**config.mk**
```make
export PLATFORM = sky130hd
export DESIGN_NAME = bresenham_line_rasterizer
export DESIGN_NICKNAME = d
export VERILOG_FILES = /design/src/rtl/core/brl_pkg.sv /design/src/rtl/core/bresenham_line_rasterizer.sv /design/src/rtl/core/brl_setup.sv /design/src/rtl/core/brl_walker.sv
export SDC_FILE = /design/constraint.sdc
export NUM_CORES = 1
export LEC_CHECK = 0
export ABC_AREA = 1
export BUFFER_PORTS_ARGS = -buffer_cell sky130_fd_sc_hd__buf_2
export CAP_MARGIN = 20
export CELL_PAD_IN_SITES_DETAIL_PLACEMENT = 0
export CELL_PAD_IN_SITES_GLOBAL_PLACEMENT = 1
export CORE_MARGIN = 8
export CORE_UTILIZATION = 40
export CTS_CLUSTER_DIAMETER = 60
export DETAILED_ROUTE_END_ITERATION = 16
export PLACE_DENSITY = 0.83
export SYNTH_ARGS = -nofsm -noshare
export SYNTH_HDL_FRONTEND = slang
export SYNTH_SLANG_ARGS = --single-unit
export TNS_END_PERCENT = 10
```
**constraint.sdc**
```tcl
create_clock -name clk -period 5.1 [get_ports clk]
set_input_delay 0.51 -clock clk [delete_from_list [all_inputs] [get_ports clk]]
set_output_delay 0.51 -clock clk [all_outputs]
set_load 0.02 [all_outputs]
```
**src/rtl/core/brl_pkg.sv**
```systemverilog
`timescale 1ns / 1ps

package brl_pkg;

  localparam int COORD_WIDTH = 12;
  localparam int ERR_WIDTH   = COORD_WIDTH + 4;

  localparam logic [1:0] CMD_MOVE = 2'd0;
  localparam logic [1:0] CMD_LINE = 2'd1;
  localparam logic [1:0] CMD_NEXT = 2'd2;

  localparam logic [1:0] COLOR_STEEP_REV   = 2'd0;
  localparam logic [1:0] COLOR_STEEP       = 2'd1;
  localparam logic [1:0] COLOR_SHALLOW_REV = 2'd2;
  localparam logic [1:0] COLOR_SHALLOW     = 2'd3;

  typedef logic signed [COORD_WIDTH-1:0] coord_t;
  typedef logic [COORD_WIDTH-1:0]        delta_t;
  typedef logic signed [ERR_WIDTH-1:0]   err_t;

  typedef struct packed {
    logic [1:0] command;
    coord_t     point_x;
    coord_t     point_y;
  } in_item_t;

  typedef struct packed {
    coord_t     pixel_x;
    coord_t     pixel_y;
    logic [1:0] color_code;
    logic       last_pixel;
  } out_item_t;

  typedef struct packed {
    coord_t     cursor_x;
    coord_t     cursor_y;
    coord_t     major_end;
    delta_t     delta_major;
    delta_t     delta_minor;
    err_t       error_term;
    logic       minor_negative;
    logic       steep_line;
    logic [1:0] line_color;
  } line_t;

  typedef struct packed {
    logic load;
    logic step;
  } walk_ctrl_t;

endpackage

```
**src/rtl/core/bresenham_line_rasterizer.sv**
```systemverilog
`timescale 1ns / 1ps

// channel   ports                          transfer when
// input     in_valid in_ready in_data      in_valid && in_ready
// result    out_valid out_ready out_data   out_valid && out_ready
//
// one command per cycle while in_ready is high; a next command on an active line gives
// its pixel in the cycle after the input transfer, from the result register
// the pixel step is one add and compare on the line state registers
// in_ready drops only while the result register is full and not taken
// synchronous active-low reset clears pen, line activity and result valid

module bresenham_line_rasterizer import brl_pkg::*; (
  input  logic      clk,
  input  logic      rst_n,
  input  logic      in_valid,
  output logic      in_ready,
  input  in_item_t  in_data,
  output logic      out_valid,
  input  logic      out_ready,
  output out_item_t out_data
);

  coord_t     pen_x_r;
  coord_t     pen_y_r;
  coord_t     pen_x_nxt;
  coord_t     pen_y_nxt;
  logic       out_valid_r;
  logic       out_valid_nxt;
  out_item_t  out_data_r;
  logic       in_xfer;
  logic       emit;
  walk_ctrl_t ctrl;
  line_t      setup_line;
  out_item_t  pixel;
  logic       active;

  assign in_ready = !out_valid_r || out_ready;
  assign in_xfer  = in_valid && in_ready;
  assign emit     = in_xfer && (in_data.command == CMD_NEXT) && active;

  assign ctrl.load = in_xfer && (in_data.command == CMD_LINE);
  assign ctrl.step = emit;

  brl_setup u_setup (
    .start_x (pen_x_r),
    .start_y (pen_y_r),
    .end_x   (in_data.point_x),
    .end_y   (in_data.point_y),
    .line    (setup_line)
  );

  brl_walker u_walker (
    .clk        (clk),
    .rst_n      (rst_n),
    .ctrl       (ctrl),
    .setup_line (setup_line),
    .pixel      (pixel),
    .active     (active)
  );

  always_comb begin
    pen_x_nxt = pen_x_r;
    pen_y_nxt = pen_y_r;
    if (in_xfer && (in_data.command inside {CMD_MOVE, CMD_LINE})) begin
      pen_x_nxt = in_data.point_x;
      pen_y_nxt = in_data.point_y;
    end
    if (emit) begin
      out_valid_nxt = 1'b1;
    end else if (out_ready) begin
      out_valid_nxt = 1'b0;
    end else begin
      out_valid_nxt = out_valid_r;
    end
  end

  always_ff @(posedge clk) begin
    if (!rst_n) begin
      pen_x_r     <= '0;
      pen_y_r     <= '0;
      out_valid_r <= 1'b0;
    end else begin
      pen_x_r     <= pen_x_nxt;
      pen_y_r     <= pen_y_nxt;
      out_valid_r <= out_valid_nxt;
    end
  end

  always_ff @(posedge clk) begin
    if (emit) begin
      out_data_r <= pixel;
    end
  end

  assign out_valid = out_valid_r;
  assign out_data  = out_data_r;

endmodule

```
**src/rtl/core/brl_setup.sv**
```systemverilog
`timescale 1ns / 1ps

module brl_setup import brl_pkg::*; (
  input  coord_t start_x,
  input  coord_t start_y,
  input  coord_t end_x,
  input  coord_t end_y,
  output line_t  line
);

  logic signed [COORD_WIDTH:0] dx;
  logic signed [COORD_WIDTH:0] dy;
  logic [COORD_WIDTH:0]        adx;
  logic [COORD_WIDTH:0]        ady;
  logic [COORD_WIDTH:0]        amaj;
  logic [COORD_WIDTH:0]        amin;
  logic                        steep;
  logic                        swap;
  logic                        minor_sign;
  logic                        minor_zero;

  assign dx  = {end_x[COORD_WIDTH-1], end_x} - {start_x[COORD_WIDTH-1], start_x};
  assign dy  = {end_y[COORD_WIDTH-1], end_y} - {start_y[COORD_WIDTH-1], start_y};
  assign adx = dx[COORD_WIDTH] ? $unsigned(-dx) : $unsigned(dx);
  assign ady = dy[COORD_WIDTH] ? $unsigned(-dy) : $unsigned(dy);

  assign steep      = adx < ady;
  assign swap       = steep ? dy[COORD_WIDTH] : dx[COORD_WIDTH];
  assign amaj       = steep ? ady : adx;
  assign amin       = steep ? adx : ady;
  assign minor_sign = steep ? dx[COORD_WIDTH] : dy[COORD_WIDTH];
  assign minor_zero = (amin == '0);

  always_comb begin
    line.cursor_x       = swap ? end_x : start_x;
    line.cursor_y       = swap ? end_y : start_y;
    if (steep) begin
      line.major_end  = swap ? start_y : end_y;
      line.line_color = swap ? COLOR_STEEP_REV : COLOR_STEEP;
    end else begin
      line.major_end  = swap ? start_x : end_x;
      line.line_color = swap ? COLOR_SHALLOW_REV : COLOR_SHALLOW;
    end
    line.delta_major    = amaj[COORD_WIDTH-1:0];
    line.delta_minor    = amin[COORD_WIDTH-1:0];
    line.minor_negative = swap ? (!minor_sign && !minor_zero) : minor_sign;
    line.steep_line     = steep;
    line.error_term     = $signed({3'b000, amin[COORD_WIDTH-1:0], 1'b0})
                        - $signed({4'b0000, amaj[COORD_WIDTH-1:0]});
  end

endmodule

```
**src/rtl/core/brl_walker.sv**
```systemverilog
`timescale 1ns / 1ps

module brl_walker import brl_pkg::*; (
  input  logic       clk,
  input  logic       rst_n,
  input  walk_ctrl_t ctrl,
  input  line_t      setup_line,
  output out_item_t  pixel,
  output logic       active
);

  line_t  line_r;
  line_t  line_nxt;
  logic   active_r;
  logic   active_nxt;
  logic   last;
  coord_t major_pos;
  coord_t minor_pos;
  coord_t minor_step;
  err_t   two_minor;
  err_t   two_major;

  assign major_pos  = line_r.steep_line ? line_r.cursor_y : line_r.cursor_x;
  assign minor_pos  = line_r.steep_line ? line_r.cursor_x : line_r.cursor_y;
  assign last       = major_pos >= line_r.major_end;
  assign minor_step = line_r.minor_negative ? minor_pos - coord_t'(1) : minor_pos + coord_t'(1);
  assign two_minor  = $signed({3'b000, line_r.delta_minor, 1'b0});
  assign two_major  = $signed({3'b000, line_r.delta_major, 1'b0});

  always_comb begin
    line_nxt   = line_r;
    active_nxt = active_r;
    if (ctrl.load) begin
      line_nxt   = setup_line;
      active_nxt = 1'b1;
    end else if (ctrl.step) begin
      if (last) begin
        active_nxt = 1'b0;
      end else begin
        if (line_r.error_term > 0) begin
          if (line_r.steep_line) begin
            line_nxt.cursor_x = minor_step;
          end else begin
            line_nxt.cursor_y = minor_step;
          end
          line_nxt.error_term = line_r.error_term + two_minor - two_major;
        end else begin
          line_nxt.error_term = line_r.error_term + two_minor;
        end
        if (line_r.steep_line) begin
          line_nxt.cursor_y = line_r.cursor_y + coord_t'(1);
        end else begin
          line_nxt.cursor_x = line_r.cursor_x + coord_t'(1);
        end
      end
    end
  end

  always_ff @(posedge clk) begin
    if (!rst_n) begin
      active_r <= 1'b0;
      line_r   <= '0;
    end else begin
      active_r <= active_nxt;
      line_r   <= line_nxt;
    end
  end

  assign pixel.pixel_x    = line_r.cursor_x;
  assign pixel.pixel_y    = line_r.cursor_y;
  assign pixel.color_code = line_r.line_color;
  assign pixel.last_pixel = last;
  assign active           = active_r;

endmodule

```
==> reports/qor.txt, run 1 <==
min Tclk post-route = 5.01 ns
outcome = finished, final reports clean
total CTS buffers = 17
height of the die = 184 µm
GRT overflow = 0
Cells after Synth = 1674
first-pass GRT wire length = 58.2 mm
clock root buffer = clkbuf_16
clock sinks = 133
data required time of the worst path = 5.47 ns
Non-Filler Instances = 2283
register area share after synthesis = 0.260
hold path start = out_ready
endpoints failing setup = 0
Worst Setup End Kind = flop
critical path capture point = u_walker.line_r[12]
Post-DP HPWL = 29.0 mm
Max rail drop VDD = 0.000333 V
number of global-route vias before repair = 11000
DIE AREA = 33800 µm²
Die X = 184 µm
Post-Place Cells = 2227
slowest stage delay, CP = 0.36 ns
FF-to-FF End = u_walker.line_r[12]
# IOs = 59
drt initial violations = 994
worst skew pair latency = 0.43 ns
vias = 12100
Max stage delay cell, worst path = dfxtp_4
syn nets = 1801
#FFs+latches synth = 133
worst setup path class = flop to flop
Detailed Route WL = 37.2 mm
Critical Path Start = pen_x_r[0]
Worst R2R Start = pen_x_r[0]
Worst Clk Skew = 0.0113 ns
core area = 27800 µm²
DR DRC count = 0
Crit Path Max Fanout = 7
Tot GR Track Use = 0.214
Final Core Density = 0.520
setup repair after global routing missed its margin = yes
WP data arrival = 5.38 ns
largest net degree at the start of global routing = 66
Fin Hold WS = 0.388 ns
most frequent cell on the critical path = nand2_2
Clock Tree Buf Depth = 2
max_slew headroom = 0.321
# rows = 61
worst r2r path cells = 40
Worst Setup Start Kind = flop
port bufs = 58
max-slew violation count = 0
post-route ant nets = 0
Netlist cell types = 54
Least-Margin Pin Slew = 1.02 ns
initial core utilization = 0.406
r2r setup slk = 0.09 ns
period utilization = 0.982
DR WL/cell = 16.3 µm
Pwr Density = 557 nW/µm²
total power = 8.05 mW
Max Cap Viol = 0
CTS tree = yes
Mean Syn Cell Area = 6.73 µm²
initial antenna violation count = 0
Post-Synthesis Cell Area = 11300 µm²
clock-pin slew on the worst setup and hold paths = 0.06 ns
htree depth = 4
Min-Delay Path Class = input pin to flop
area grow syn2layout = 28.3%
# hold bufs at CTS = 0
Ant. Diodes = 0
leakage power = 6.79 nW
GP Congestion = 0.958
Peak Freq = 0.200 GHz
drt first pass iters = 5
layout net count = 2019
layout cell share with drive strength beyond 1 = 0.233
final hold vios = 0
post-DR vias/cell = 5.28
yosys warns = 0
Fin Setup TNS = 0 ns
-- worst max-delay path, delay by kind of cell (launching register included) --
| family | cells | cell delay (ns) |
|---|---|---|
| AOI/OAI and AO/OA | 8 | 0.98 |
| xor gates and xnor gates | 2 | 0.36 |
| adders and majority gates | 4 | 1.14 |
| buffers and inverters | 7 | 0.60 |
| DFF | 1 | 0.36 |
| and+or+nand+nor | 19 | 1.50 |
-- registers in the layout, indices dropped and copies added (netlist names) --
signal / cells
pen_x_r: 12
u_walker.pixel: 26
u_walker.line_r: 54
u_walker.active: 1
out_data: 27
pen_y_r: 12
out_valid: 1
-- Yosys cell counts (all sizes together) --
master   number  area share
clkinv        1     0.00033
nand3        83       0.039
o21bai        5      0.0033
o221ai        4      0.0031
xor2         46       0.036
a32oi         1     0.00078
a211oi        2      0.0013
dfxtp       106        0.19
edfxtp       27       0.072
o21ai       175       0.078
a21o          4      0.0027
a2111oi       1     0.00078
nand2       355        0.13
or2           3      0.0017
xnor2        11      0.0085
o211ai       21       0.014
nand3b        2      0.0013
nor4          8      0.0044
nor3         24       0.012
a31oi        19       0.011
ha           91        0.10
a221oi       29       0.023
clkbuf       42       0.014
a21boi        2      0.0017
nand4        20       0.011
a41oi         4      0.0031
o21a          1     0.00067
o32ai        10      0.0078
o31ai         1     0.00067
o22ai         6      0.0033
buf          20       0.011
a21oi       137       0.062
a22oi        15       0.010
and2          2      0.0011
inv         264       0.088
nor2        126       0.047
fa            6       0.011
-- layout make-up --
class	instances	area [µm²]
repair buffers	261	1890
clock inverters	12	138
inverters	265	1000
fillers	2805	13300
well taps	378	473
flip-flops and latches	133	2940
clock buffers	20	479
multi-input cells	1214	7540
-- cell usage in the layout (no fill, tap or decap), types with 27 or more instances in the layout --
master / Yosys / layout
nand2_1: 330 / 314
a21oi_1: 134 / 127
buf_2: 10 / 58
nand2_2: 21 / 34
xor2_1: 45 / 37
dfxtp_1: 106 / 103
nor2_1: 114 / 109
ha_1: 91 / 80
a221oi_1: 29 / 29
inv_1: 258 / 246
o21ai_0: 164 / 144
nand3_1: 80 / 72
buf_4: 5 / 196
edfxtp_1: 27 / 27
-- layer usage --
layer | GRT usage | wire length [µm] | share of wire | vias to the layer above
met3 | 0.0292 | 2480 | 0.066 | 44
met4 | 0.0581 | 595 | 0.016 | 0
li1 | - | - | - | 6085
met1 | 0.305 | 17700 | 0.48 | 5555
met2 | 0.332 | 16400 | 0.44 | 381
met5 | 0 | 0 | 0 | -
-- worst min-delay path by stage --
| stage | to | slack [ns] | depth (start not counted) |
|---|---|---|---|
| 2_1_floorplan | out_data[1] | 0.41 | 0 |
| 3_3_place_gp | out_data[2] | 0.43 | 0 |
| 3_5_place_dp | out_data[1] | 0.43 | 0 |
| 4_1_cts | out_valid | 0.37 | 4 |
| 5_1_grt | out_valid | 0.42 | 4 |
| 6_report | out_valid | 0.39 | 4 |
-- where the power goes --
part / leakage, nW / internal (mW) / total, mW / switching (mW)
clock: 0.298 / 0.783 / 1.28 / 0.498
combinational: 5.39 / 2.50 / 5.55 / 3.05
sequential: 1.11 / 1.14 / 1.22 / 0.0739
total: 6.79 / 4.42 / 8.05 / 3.63
-- kinds of logic (layout without fill, tap and decap cells) --
group,count (synthesis),count (layout),share of synthesized area
AND/OR/NAND/NOR,623,623,0.244
AO/OA/AOI/OAI,437,437,0.227
buffers and inverters,327,558,0.113
flip-flops,133,133,0.260
adder cells (fa/ha/maj),97,97,0.112
XOR/XNOR,57,57,0.0450
-- stage by stage --
stage	cell area [µm²]	setup WS [ns]
2_1_floorplan	11400	0.0158
3_3_place_gp	13200	-0.217
3_5_place_dp	13200	-0.273
4_1_cts	13800	0.00384
5_1_grt	14500	-0.233
6_report	14500	0.0902
-- what timing repair did --
item | in CTS | in global routing
gates cloned | 0 | 2
setup buffers | 2 | 20
gates resized for setup | 1 | 107
pin swaps | 4 | 65
setup endpoints to repair | 9 | 52
No activity file was read; power rests on OpenSTA's default activity.
==> inputs of run 2 (changes only) <==
CELL_PAD_IN_SITES_DETAIL_PLACEMENT = 1   (was 0)
CELL_PAD_IN_SITES_GLOBAL_PLACEMENT = 2   (was 1)
CORE_UTILIZATION = 32   (was 40)
PLACE_DENSITY = 0.85   (was 0.83)
==> reports/qor.txt, run 2 (synthesis results as in run 1) <==
Sw Share = 0.475 (+0.0244)
data required time of the worst path = 5.40 ns (-0.07 ns)
htree depth = 4 (unchanged)
port bufs = 58 (unchanged)
Ant. Diodes = 0 (unchanged)
Fin Hold WS = 0.336 ns (-0.0521 ns)
layout net count = 2034 (+0.74%)
GRT overflow = 0 (unchanged)
post-DR vias/cell = 5.22 (-1.2%)
setup repair after global routing missed its margin = yes
register share of total power = 0.144 (-0.007)
DR WL/cell = 18.4 µm (+13%)
layout cell share with drive strength beyond 1 = 0.251 (+0.0185)
DIE AREA = 41500 µm² (+23%)
slowest stage delay, CP = 0.37 ns (about the same)
Worst path top cell family by delay = simple AND/OR/NAND/NOR gates
Detailed Route WL = 43.7 mm (+17%)
Min-Delay Path Class = input pin to flop
DR DRC count = 0 (unchanged)
WP data arrival = 5.36 ns (-0.02 ns)
Switch Pwr = 4.00 mW (+10%)
Largest Register = u_walker.line_r
number of global-route vias before repair = 12600 (+14%)
initial core utilization = 0.325 (-0.0802)
CP Buf/Inv Count = 6 (-1)
max reg flops = 54 (unchanged)
vias = 12400 (+2.7%)
Crit Path Max Fanout = 15 (+8)
filler cell count in the final layout = 4421 (+58%)
total CTS buffers = 17 (unchanged)
Max stage delay cell, worst path = fa_2
Final Core Density = 0.426 (-0.0943)
height of the die = 204 µm (+11%)
max_slew headroom = 0.471 (+0.149)
Post-DP HPWL = 34.0 mm (+17%)
Clock Tree Buf Depth = 2 (unchanged)
P_int = 4.42 mW (-0.13%)
combinational share of power = 0.711 (+0.021)
# IOs = 59 (unchanged)
drt first pass iters = 5 (unchanged)
area grow syn2layout = 30.9%
worst skew pair latency = 0.45 ns (+0.02 ns)
commonest non-fill, non-tap cell in the layout = nand2_1
worst setup path class = flop to flop
clock-pin slew on the worst setup and hold paths = 0.07 ns (about the same)
outcome = finished, final reports clean
Clk pwr share = 0.144 (-0.015)
Peak Freq = 0.197 GHz (-1.1%)
period utilization = 0.993 (+0.0106)
GP Congestion = 0.945 (-1.4%)
initial antenna violation count = 1 (+1)
final hold vios = 0 (unchanged)
clock sinks = 133 (unchanged)
Tot GR Track Use = 0.202 (-0.0117)
Worst Setup End Kind = flop
leakage power = 6.87 nW (+1.2%)
clock root buffer = clkbuf_16
Max Cap Viol = 0 (unchanged)
Worst Clk Skew = 0.0129 ns (+0.00169 ns)
first-pass GRT wire length = 67.4 mm (+16%)
min Tclk post-route = 5.06 ns (+0.0539 ns)
CTS tree = yes
drt initial violations = 704 (-29%)
most frequent cells in the layout = nand2_1, inv_1, buf_4, o21ai_0, a21oi_1
Worst Setup Start Kind = flop
Max rail drop VDD = 0.000308 V (-7.4%)
most frequent cell on the critical path = nand2_1
max-slew violation count = 0 (unchanged)
# rows = 68 (+11%)
largest net degree at the start of global routing = 66 (unchanged)
Die X = 204 µm (+11%)
post-route ant nets = 0 (unchanged)
endpoints failing setup = 0 (unchanged)
Least-Margin Pin Slew = 0.794 ns (-0.223 ns)
core area = 34600 µm² (+25%)
Pwr Density = 570 nW/µm² (+2.4%)
## run 2: cell count changes in the layout (fill, tap and decap cells not counted), sizes merged
cell	before	now
buf	259	273
bufinv	2	0
clkinv	5	7
nand2	355	357
clkbuf	22	21
clkinvlp	2	1
inv	268	269
## run 2: path summary, 6_finish.rpt
kind | slack (ns) | depth (start not counted) | from | to
hold / removal | 0.34 | 3 | in_data[12] | pen_x_r[0]
hold reg to reg | 0.46 | 0 | u_walker.pixel[2] | out_data[2]
setup / recovery | 0.04 | 33 | pen_y_r[0] | u_walker.line_r[50]
setup reg to reg | 0.04 | 33 | pen_y_r[0] | u_walker.line_r[50]
## run 2: worst reg2reg max path: cells and delay by family (launching register included)
kind | cells | cell delay [ns]
DFF | 1 | 0.34
and+or+nand+nor | 17 | 1.76
adders and majority gates | 3 | 0.77
buffers and inverters | 6 | 0.79
AOI/OAI and AO/OA | 6 | 0.98
xor gates and xnor gates | 1 | 0.26
## run 2: final cells by class
class,instances,area [µm²],area share
repair buffers,274,1980,0.134
clock buffers,20,462,0.0313
multi-input cells,1216,7710,0.522
clock inverters,12,96.3,0.00653
inverters,265,1000,0.0679
flip-flops and latches,133,2940,0.199
well taps,455,569,0.0386
## run 2: stage by stage
step / setup WS, ns / setup TNS [ns] / total power [mW] / std cells / area [µm²]
detailed placement: -0.479 / -9.20 / 6.15 / 2316 / 13400
floorplan: 0.0158 / 0 / 4.11 / 1674 / 11400
global route: -0.283 / -6.83 / 9.04 / 2375 / 14800
CTS: 0.00613 / 0 / 7.45 / 2356 / 14000
global placement: -0.239 / -2.42 / 6.03 / 2316 / 13400
finish: 0.0363 / 0 / 8.41 / 2375 / 14800
## run 2: power groups by stage
stage	clock, mW	sequential [mW]	combinational [mW]
after floorplan	0	1.21	2.90
after global placement	0	1.23	4.79
after detailed placement	0	1.24	4.92
after CTS	1.23	1.21	5.01
after global routing	1.27	1.22	6.55
final	1.21	1.22	5.98
## run 2: layer usage
metal	part of all wire	wire, µm	up-vias	GRT usage
li1	-	-	6102	-
met1	0.48	20900	5986	0.279
met2	0.46	20100	257	0.330
met3	0.046	1990	49	0.0284
met4	0.017	731	2	0.0471
met5	0.00039	17	-	0
## run 2: timing repair
| item | 4_1_cts | 5_1_grt |
|---|---|---|
| resized for setup | 8 | 134 |
| pin swaps | 8 | 60 |
| cloned | 0 | 3 |
| endpoints found under the setup margin | 11 | 52 |
| hold buffers | 0 | 0 |
| buffers inserted | 8 | 16 |
